### config.mk
export PLATFORM = sky130hd
export DESIGN_NAME = soqls_cell
export DESIGN_NICKNAME = d
export VERILOG_FILES = /design/src/hdl/soqls_pkg.sv /design/src/hdl/soqls_cell.sv
export SDC_FILE = /design/constraint.sdc
export NUM_CORES = 1
export LEC_CHECK = 0
export BUFFER_PORTS_ARGS = -buffer_cell sky130_fd_sc_hd__buf_4
export CORE_MARGIN = 3
export CORE_UTILIZATION = 40
export DETAILED_ROUTE_END_ITERATION = 8
export GPL_TIMING_DRIVEN = 0
export PLACE_DENSITY = 0.78
export SKIP_LAST_GASP = 1
export SYNTH_ARGS = -nofsm -noshare
export SYNTH_HDL_FRONTEND = slang
export SYNTH_SLANG_ARGS = --single-unit
### constraint.sdc
create_clock -name clk -period 7.2 [get_ports clk]
set_input_delay 1.08 -clock clk [delete_from_list [all_inputs] [get_ports clk]]
set_output_delay 1.08 -clock clk [all_outputs]
set_load 0.03 [all_outputs]
### src/hdl/soqls_pkg.sv
// shared types, codes and defaults for the sorted or queue list store
package soqls_pkg;

  localparam int CAPACITY_DEF    = 64;
  localparam int HANDLE_BITS_DEF = 16;
  localparam int KEY_W           = 32;

  localparam logic [2:0] FUNC_ADD        = 3'd0;
  localparam logic [2:0] FUNC_REM_FIRST  = 3'd1;
  localparam logic [2:0] FUNC_REM_KEY    = 3'd2;
  localparam logic [2:0] FUNC_REM_POS    = 3'd3;
  localparam logic [2:0] FUNC_TEST_KEY   = 3'd4;

  localparam logic [1:0] ST_OK        = 2'd0;
  localparam logic [1:0] ST_NOT_FOUND = 2'd1;
  localparam logic [1:0] ST_NOT_ALLOW = 2'd2;
  localparam logic [1:0] ST_FULL      = 2'd3;

  localparam logic [1:0] MODE_STACK  = 2'd0;
  localparam logic [1:0] MODE_QUEUE  = 2'd1;
  localparam logic [1:0] MODE_SORTED = 2'd2;

  localparam logic [1:0] ACT_HOLD   = 2'd0;
  localparam logic [1:0] ACT_INSERT = 2'd1;
  localparam logic [1:0] ACT_REMOVE = 2'd2;

  typedef struct packed {
    logic [1:0]              action;
    logic                    use_chain;
    logic signed [KEY_W-1:0] key;
  } cell_ctrl_t;

endpackage

### src/hdl/soqls_cell.sv
// one list cell: holds one entry, searches and shifts with its neighbors
module soqls_cell #(
  parameter int INDEX       = 0,
  parameter int HANDLE_BITS = soqls_pkg::HANDLE_BITS_DEF,
  parameter int IDX_W       = 7
) (
  input  logic                              clk,
  input  logic                              rst_n,
  input  soqls_pkg::cell_ctrl_t             ctrl,
  input  logic [IDX_W-1:0]                  idx,
  input  logic [HANDLE_BITS-1:0]            new_handle,
  input  logic signed [soqls_pkg::KEY_W-1:0] left_key,
  input  logic [HANDLE_BITS-1:0]            left_handle,
  input  logic                              left_valid,
  input  logic signed [soqls_pkg::KEY_W-1:0] right_key,
  input  logic [HANDLE_BITS-1:0]            right_handle,
  input  logic                              right_valid,
  input  logic                              before_prev,
  input  logic                              found_in,
  input  logic [HANDLE_BITS-1:0]            hout_in,
  output logic signed [soqls_pkg::KEY_W-1:0] key_o,
  output logic [HANDLE_BITS-1:0]            handle_o,
  output logic                              valid_o,
  output logic                              before_o,
  output logic                              found_o,
  output logic [HANDLE_BITS-1:0]            hout_o
);

  logic signed [soqls_pkg::KEY_W-1:0] key_r, key_nxt;
  logic [HANDLE_BITS-1:0]             handle_r, handle_nxt;
  logic                               valid_r, valid_nxt;
  logic                               lt;
  logic                               at_p;

  assign lt       = valid_r && (key_r < ctrl.key);
  assign before_o = ctrl.use_chain ? (before_prev & lt) : (IDX_W'(INDEX) < idx);
  assign at_p     = before_prev & ~before_o;
  assign found_o  = found_in | (at_p & valid_r & (key_r == ctrl.key));
  assign hout_o   = hout_in | (at_p ? handle_r : '0);

  assign key_o    = key_r;
  assign handle_o = handle_r;
  assign valid_o  = valid_r;

  always_comb begin
    key_nxt    = key_r;
    handle_nxt = handle_r;
    valid_nxt  = valid_r;
    case (ctrl.action)
      soqls_pkg::ACT_INSERT: begin
        if (at_p) begin
          key_nxt    = ctrl.key;
          handle_nxt = new_handle;
          valid_nxt  = 1'b1;
        end else if (!before_o) begin
          key_nxt    = left_key;
          handle_nxt = left_handle;
          valid_nxt  = left_valid;
        end
      end
      soqls_pkg::ACT_REMOVE: begin
        if (!before_o) begin
          key_nxt    = right_key;
          handle_nxt = right_handle;
          valid_nxt  = right_valid;
        end
      end
      default: begin
      end
    endcase
  end

  always_ff @(posedge clk) begin
    key_r    <= key_nxt;
    handle_r <= handle_nxt;
    if (!rst_n) begin
      valid_r <= 1'b0;
    end else begin
      valid_r <= valid_nxt;
    end
  end

endmodule

# --- Yosys cells after proc, flatten, opt, wreduce, memory -nomap -nowiden ---
# Index checks and enable logic that the tools add are counted.
op_classes:
  n_reduce_logical: 3
  bitwise_logic: 7
  magnitude_cmp: 2
  mux: 14
  n_eq_ne: 5
op_table:
  columns: ["cell", "count"]
  rows:
  - ["32-bit 2-to-1 mux", 3]
  - ["16-bit 2-to-1 mux", 4]
  - ["32-bit one-hot mux with 2 select lines", 1]
  - ["32-bit == test", 1]
  - ["32-bit less-than comparator", 1]
  - ["16-bit one-hot mux with 2 select lines", 1]
  - ["16-bit bitwise OR", 1]
  - ["1-bit by 7-bit less-than comparator with 1-bit output (first input constant)", 1]
  - ["1-bit AND", 4]
  - ["1-bit 2-to-1 mux", 4]
  - ["3-bit inequality test (second input constant)", 1]
  - ["3-bit AND reduction", 1]
  - ["2-bit by 1-bit == test with 1-bit output (second input constant)", 1]
  - ["2-bit == test (second input constant)", 1]
  - ["2-bit inequality test (second input constant)", 1]
  - ["1-bit one-hot mux with 2 select lines", 1]
  - ["2-bit nonzero test", 1]
  - ["1-bit logical AND", 1]
  - ["1-bit NOT", 1]
  - ["1-bit bitwise OR", 1]
word_totals:
  inputBits: 176
  register_bits: 49
  word_cells: 34
  out_inout_bits: 67

# --- Depth between registers and ports, before layout ---
# Gate-level depths: netlist (run 1).
depth:
  word_depth: 9
  mapped_depth: 12
  ltp_nobuf: 10

# --- Worst setup path before layout (run 1) ---
# Ideal clock, no wire load.
synth_path:
  path_type: "in2reg"
  start: "input ctrl[31] (netlist bit)"
  end: "register handle_r[0], in the netlist handle_o[0], enable pin"
  stages: 8
  path_buffers: 0
  setup_slack_ps: 1274
  arrival_time_ps: 5454
  t_required_ps: 6727
  setup_ps: 473
  cell_sequence: "inv_1 -> ha_1 -> nand4_2 -> or4_4 -> or3_1 -> o2111ai_1 -> nand3_1 -> a21oi_1"
synth_via:
  elab_chain_len: 8
synth_lines:
  columns: ["element", "line", "rtl"]
  rows:
  - ["start, declared", "soqls_cell.sv:9", "input soqls_pkg::cell_ctrl_t ctrl,"]
  - ["32-bit less-than comparator (*)", "soqls_cell.sv:35", "assign lt = valid_r && (key_r < ctrl.key);"]
  - ["1-bit logical AND (*)", "soqls_cell.sv:35", null]
  - ["1-bit AND (*)", "soqls_cell.sv:36", "assign before_o = ctrl.use_chain ? (before_prev & lt) : (IDX_W'(INDEX) < idx);"]
  - ["1-bit 2-to-1 mux (*)", "soqls_cell.sv:36", null]
  - ["net before_o", "soqls_cell.sv:24", "output logic before_o,"]
  - ["1-bit NOT", "soqls_cell.sv:37", "assign at_p = before_prev & ~before_o;"]
  - ["1-bit AND", "soqls_cell.sv:37", null]
  - ["3-bit inequality test (no source line)", null, null]
  - ["3-bit AND reduction (no source line) (*)", null, null]
  - ["end signal, assigned", "soqls_cell.sv:75", "handle_r <= handle_nxt;"]
  - ["end, declared", "soqls_cell.sv:30", "logic [HANDLE_BITS-1:0] handle_r, handle_nxt;"]
# The timed path passes the listed nets; every way through them passes the cells marked *.
# A chain may end at the register's enable or synchronous reset.

# --- Worst setup path in the final report (run 1) ---
layout_path:
  start: "input ctrl[31] (netlist bit)"
  end: "output hout_o[7]"
layout_via:
  elab_chain_len: 8
layout_lines:
  columns: ["element", "line", "rtl"]
  rows:
  - ["32-bit less-than comparator", "soqls_cell.sv:35", null]
  - ["1-bit logical AND", "soqls_cell.sv:35", null]
  - ["1-bit AND", "soqls_cell.sv:36", null]
  - ["1-bit 2-to-1 mux", "soqls_cell.sv:36", null]
  - ["1-bit NOT", "soqls_cell.sv:37", null]
  - ["1-bit AND", "soqls_cell.sv:37", null]
  - ["16-bit 2-to-1 mux", "soqls_cell.sv:39", "assign hout_o = hout_in | (at_p ? handle_r : '0);"]
  - ["16-bit bitwise OR", "soqls_cell.sv:39", null]
  - ["end, declared", "soqls_cell.sv:26", "output logic [HANDLE_BITS-1:0] hout_o"]
# Every way passes these cells.

==> results of run 1 <==
[metrics by stage]
step / cell area, µm² / utilization (%)
global placement: 5440 / 65.3
floorplan: 3500 / -
finish: 5600 / 67.1
global route: 5600 / 67.1
detailed placement: 5510 / 66.1
CTS: 5600 / 67.1
[final cells by class]
cell class	instances	area [µm²]
tap	105	131
inverter	33	124
clock buffer	5	68.8
buffer	23	124
timing repair buffer	244	1870
sequential	49	1460
multi-input combinational	309	1800
fill	729	2740
clock inverter	3	21.3
[flip-flops by register name, indices dropped and copies added, names as in the netlist]
signal / count
key_o: 32
handle_o: 16
valid_o: 1
[per-layer routing]
| layer | track usage (%) | routed length [µm] | vias up |
|---|---|---|---|
| met2 | 44.7 | 6690 | 160 |
| met5 | 0 | 0 | - |
| li1 | - | - | 1963 |
| met1 | 29.0 | 4880 | 1887 |
| met3 | 5.40 | 944 | 28 |
| met4 | 9.66 | 371 | 0 |
[cell usage after synthesis (all sizes together), types with 6 or more instances]
cell type / number
clkbuf: 13
a21o: 20
inv: 33
nor2: 49
nand3: 7
nand2: 107
buf: 10
a21oi: 13
nand4: 6
ha: 32
a31oi: 48
edfxtp: 48
[power by group through the flow]
stage / sequential [mW] / combinational, mW / clock, mW
5_1_grt: 0.351 / 0.313 / 0.189
3_3_place_gp: 0.356 / 0.275 / 0
2_1_floorplan: 0.386 / 0.110 / 0
4_1_cts: 0.349 / 0.288 / 0.177
6_report: 0.348 / 0.286 / 0.178
3_5_place_dp: 0.355 / 0.287 / 0
[logic make-up after synthesis]
kind of cell               share of synthesized area (%)
adders and majority gates                           11.5
DFF                                                 41.8
buffers and inverters                               7.09
muxes                                              0.286
AOI/OAI and AO/OA                                   17.4
and+or+nand+nor                                     21.9
[final timing paths]
| check | to | slack (ns) |
|---|---|---|
| worst min register to register | valid_o$_SDFFE_PN0P_ | 0.57 |
| worst max register to register | key_o[12]$_DFFE_PP_ | 3.79 |
| worst min-delay path | valid_o$_SDFFE_PN0P_ | 0.57 |
| worst max-delay path | hout_o[7] | 2.34 |
[worst max-delay path: cells and delay by family]
family	cells	cell delay [ns]
buf+inv	5	0.64
simple gates	4	1.36
compound gates	2	0.30
fa+ha+maj	1	0.38
==> run_results.csv, run 1 <==
group,metric,value,unit
cells_and_area,area_growth,60.2,%
sta,setup_viol,0,
drt,vias,4038,
sta,period_share,67.5,%
power,powerDensity,145,nW/µm²
critical_path,required,6.12,ns
grt,grt_usage,25.0,%
clocking,htreeDepth,2,
clocking,cts_resized,0,
synthesis,syn_nets,622,
critical_path,critPathCaptureType,"output port",
placement,portBuffers,242,
die,num_rows,33,
clocking,clock_latency,0.32,ns
critical_path,crit_path_start,"ctrl[31]",
power,vdd_ir_drop_max,0.0000790,V
cells_and_area,antenna_cells,0,
synthesis,syn_area,3500,µm²
synthesis,yosys-top-cells-area,"edfxtp_1, nand2_1, ha_1, a31oi_1, nor2_1",
hold_path,hp-class,"reg -> reg",
power,p_int,0.546,mW
critical_path,slowest_delay,0.61,ns
die,dieArea,9900,µm²
sta,fmax,0.206,GHz
sta,max_slew_margin,56.3,%
grt,grt_pass1_wl,19600,µm
clocking,clkTransAtPathRegs,0.10,ns
synthesis,synth_edf_count,48,
drt,route.detailed.drc,0,
clocking,tritoncts,"yes",
synthesis,ys.flop_type,"edfxtp_1",
sta,layout_min_cycle_time,4.86,ns
placement,placedCellCount,763,
synthesis,synth_top_area_share,41.2,%
sta,hold_viol,0,
clocking,clock_path_buffers,2,
sta,rsz0062_at_grt,"false",
power,swShare,32.8,%
clocking,post_cts_buffers,0,
power,seqPwrFrac,42.9,%
sta,setup_slack,2.34,ns
critical_path,crit_arrival,3.78,ns
clocking,cts.hold.buffers_added,0,
drt,viasPerCell,5.24,
power,p_leak,2.80,nW
clocking,clock-sinks,49,
synthesis,syn_avg_cell_area,8.44,µm²
power,power.switching,0.267,mW
hold_path,hp-start,"valid_o$_SDFFE_PN0P_",
die,io_pins,243,
synthesis,ys_ff_latch,49,
drt,first_pass_iters,4,
critical_path,worst-r2r-cell-count,8,
synthesis,yosysWarnings,0,
power,p_total,0.812,mW
cells_and_area,final_common_cell,"buf_4",
synthesis,synth_top_area_cell,"edfxtp_1",
critical_path,r2r-start,"key_o[31]$_DFFE_PP_",
drt,drt_iter0_markers,148,
critical_path,path_class,"in -> out",
die,die_h,99.5,µm
grt,grt_pass1_vias,4043,
sta,tns,0,ns
cells_and_area,post_route_cells_drive_above_1_share,40.2,%
synthesis,synth_cell_type_count,35,
sta,worst_pin_slew,0.654,ns
cells_and_area,nNetsFinal,873,
placement,dp.final_hpwl,10700,µm
grt,grt_max_degree,22,
grt,grt_antenna_before_repair,0,
drt,antenna_left,0,
sta,finalMaxSlewViolations,0,
clocking,cts_made_buffers,5,
sta,clock_skew,0.0133,ns
placement,place.gp.congestion,0.883,
job,drv_cap,0,
drt,routed_wl,12900,µm
die,initial_core_util,41.9,%
critical_path,critical_path.most_common_cell,"buf_4",
die,core_area,8340,µm²
drt,wire_per_inst,16.7,µm
power,pwr-share-clk,21.9,%
placement,pre_cts_ws,2.34,ns
sta,hold_slack,0.574,ns
die,die_w,99.5,µm
cells_and_area,stdcell_count,771,
synthesis,syn_inst,414,
power,p_comb_share,35.2,%
critical_path,cp_max_fo,10,
run_status,status,"completed",
clocking,cts_root_buf,"clkbuf_8",
critical_path,critPathLaunchType,"input pin",
cells_and_area,final_cell_mix,"buf_4, nand2_1, nor2_1",
grt,grt-ovfl-total,0,
synthesis,synthArstFlopShare,0,%
hold_path,hold_path_depth,2,
critical_path,slowest_stage,"or4_4",
critical_path,path_cells,"buf_4 -> inv_1 -> ha_1 -> nand4_2 -> or4_4 -> or3_1 -> o2111ai_2 -> and2_4 -> buf_6 -> buf_2 -> a21o_1 -> buf_4",
synthesis,synth.yosys.seq_area_share,41.8,%
Power figures use the tool's default switching activity.
==> run 2, diff against run 1 <==
==> constraint.sdc (replaced) <==
create_clock -name clk -period 4.9 [get_ports clk]
set_input_delay 0.735 -clock clk [delete_from_list [all_inputs] [get_ports clk]]
set_output_delay 0.735 -clock clk [all_outputs]
set_load 0.03 [all_outputs]
==> run_results.csv, run 2 (synthesized netlist as in run 1, its figures left out) <==
group,metric,value,unit
run_status,status,"completed",
die,die_w,99.5,µm
die,num_rows,33,
power,p_total,1.18,mW
cells_and_area,regArea,1460,µm²
placement,portBuffers,242,
clocking,post_cts_buffers,0,
drt,viasPerCell,5.10,
sta,worst_pin_slew,0.673,ns
die,initial_core_util,41.9,%
cells_and_area,final_cell_mix,"buf_4, nand2_1, nor2_1",
critical_path,critPathLaunchType,"input pin",
cells_and_area,nFillCells,712,
sta,max_slew_margin,54.7,%
grt,grt_pass1_vias,4019,
critical_path,critPathCaptureType,"output port",
die,dieArea,9900,µm²
clocking,clock_latency,0.31,ns
sta,fmax,0.243,GHz
clocking,htreeDepth,2,
cells_and_area,stdcell_count,771,
drt,route.detailed.drc,0,
clocking,cts_root_buf,"clkbuf_8",
critical_path,crit_arrival,3.38,ns
die,die_h,99.5,µm
drt,vias,3935,
hold_path,hp-class,"reg -> reg",
job,drv_cap,0,
clocking,cts_resized,0,
grt,grt-ovfl-total,0,
cells_and_area,nNetsFinal,873,
clocking,clock-sinks,49,
critical_path,path_class,"in -> out",
clocking,cts_made_buffers,5,
sta,hold_viol,0,
sta,layout_min_cycle_time,4.11,ns
clocking,cts.hold.buffers_added,0,
clocking,clkTransAtPathRegs,0.09,ns
placement,placedCellCount,763,
drt,routed_wl,12900,µm
critical_path,cp_top_family,"simple AND/OR/NAND/NOR gates",
clocking,tritoncts,"yes",
sta,rsz0062_at_grt,"false",
placement,place.gp.congestion,0.904,
cells_and_area,largest_register_ffs,32,
critical_path,required,4.16,ns
critical_path,slowest_delay,0.60,ns
sta,clock_skew,0.00979,ns
critical_path,timing.critical_path.buf_inv,5,
power,vdd_ir_drop_max,0.000109,V
cells_and_area,final_common_cell,"buf_4",
drt,first_pass_iters,4,
power,powerDensity,210,nW/µm²
cells_and_area,multi_input_area,1800,µm²
drt,drt_iter0_markers,173,
cells_and_area,area_growth,60.1,%
sta,setup_viol,0,
critical_path,reg2reg_slack,1.51,ns
power,p_leak,2.80,nW
grt,grt_pass1_wl,19700,µm
critical_path,cp_max_fo,10,
die,core_area,8340,µm²
placement,dp.final_hpwl,10700,µm
sta,finalMaxSlewViolations,0,
critical_path,critical_path.most_common_cell,"buf_4",
clocking,clock_path_buffers,2,
cells_and_area,antenna_cells,0,
drt,wire_per_inst,16.8,µm
cells_and_area,utilization,67.1,%
grt,grt_antenna_before_repair,0,
drt,antenna_left,0,
cells_and_area,post_route_cells_drive_above_1_share,40.1,%
grt,grt_usage,25.2,%
critical_path,slowest_stage,"or4_4",
sta,period_share,83.9,%
die,io_pins,243,
grt,grt_max_degree,20,
critical_path,path_cells,"buf_4 -> inv_1 -> ha_1 -> nand4_2 -> or4_4 -> or3_1 -> o2111ai_2 -> and2_4 -> buf_6 -> buf_2 -> a21o_1 -> buf_4",
run 2: final timing paths:
path              depth (start not counted)                  from                   end
setup / recovery                         12              ctrl[31]            hout_o[12]
hold / removal                            2  valid_o$_SDFFE_PN0P_  valid_o$_SDFFE_PN0P_
setup reg to reg                          8   key_o[31]$_DFFE_PP_   key_o[23]$_DFFE_PP_
hold reg to reg                           2  valid_o$_SDFFE_PN0P_  valid_o$_SDFFE_PN0P_
run 2: through the flow:
step | setup slack [ns] | TNS [ns] | instance area [µm²] | hold slack, ns
floorplan | 0.418 | 0 | 3500 | 0.605
global placement | -0.255 | -12.40 | 5450 | 0.515
detailed placement | 0.771 | 0 | 5510 | 0.536
CTS | 0.773 | 0 | 5600 | 0.553
global route | 0.610 | 0 | 5600 | 0.618
finish | 0.787 | 0 | 5600 | 0.549
run 2: cell type report:
class,instances,share of cell area [%]
Multi-Input combinational cell,309,32.1
Tap cell,105,2.35
Sequential cell,49,26.1
Clock buffer,5,1.23
Inverter,33,2.21
Clock inverter,3,0.313
Buffer,23,2.21
Timing Repair Buffer,244,33.4
run 2: tightest hold or removal path: stages (launching register included):
cell     delay, ns
dfxtp_1       0.37
nand2_1       0.08
mux2i_1       0.05
run 2: power by group:
part	switching (mW)	internal (mW)	total [mW]
combinational	0.217	0.203	0.421
sequential	0.0150	0.496	0.511
clock	0.144	0.0992	0.243
total	0.377	0.799	1.18
run 2: metal layers:
metal	share of wire, %	vias to the layer above	global-route usage [%]
met1	39	1794	30.0
li1	-	1965	-
met5	0	-	0
met3	6.7	19	5.12
met2	52	157	45.5
met4	2.1	0	7.35
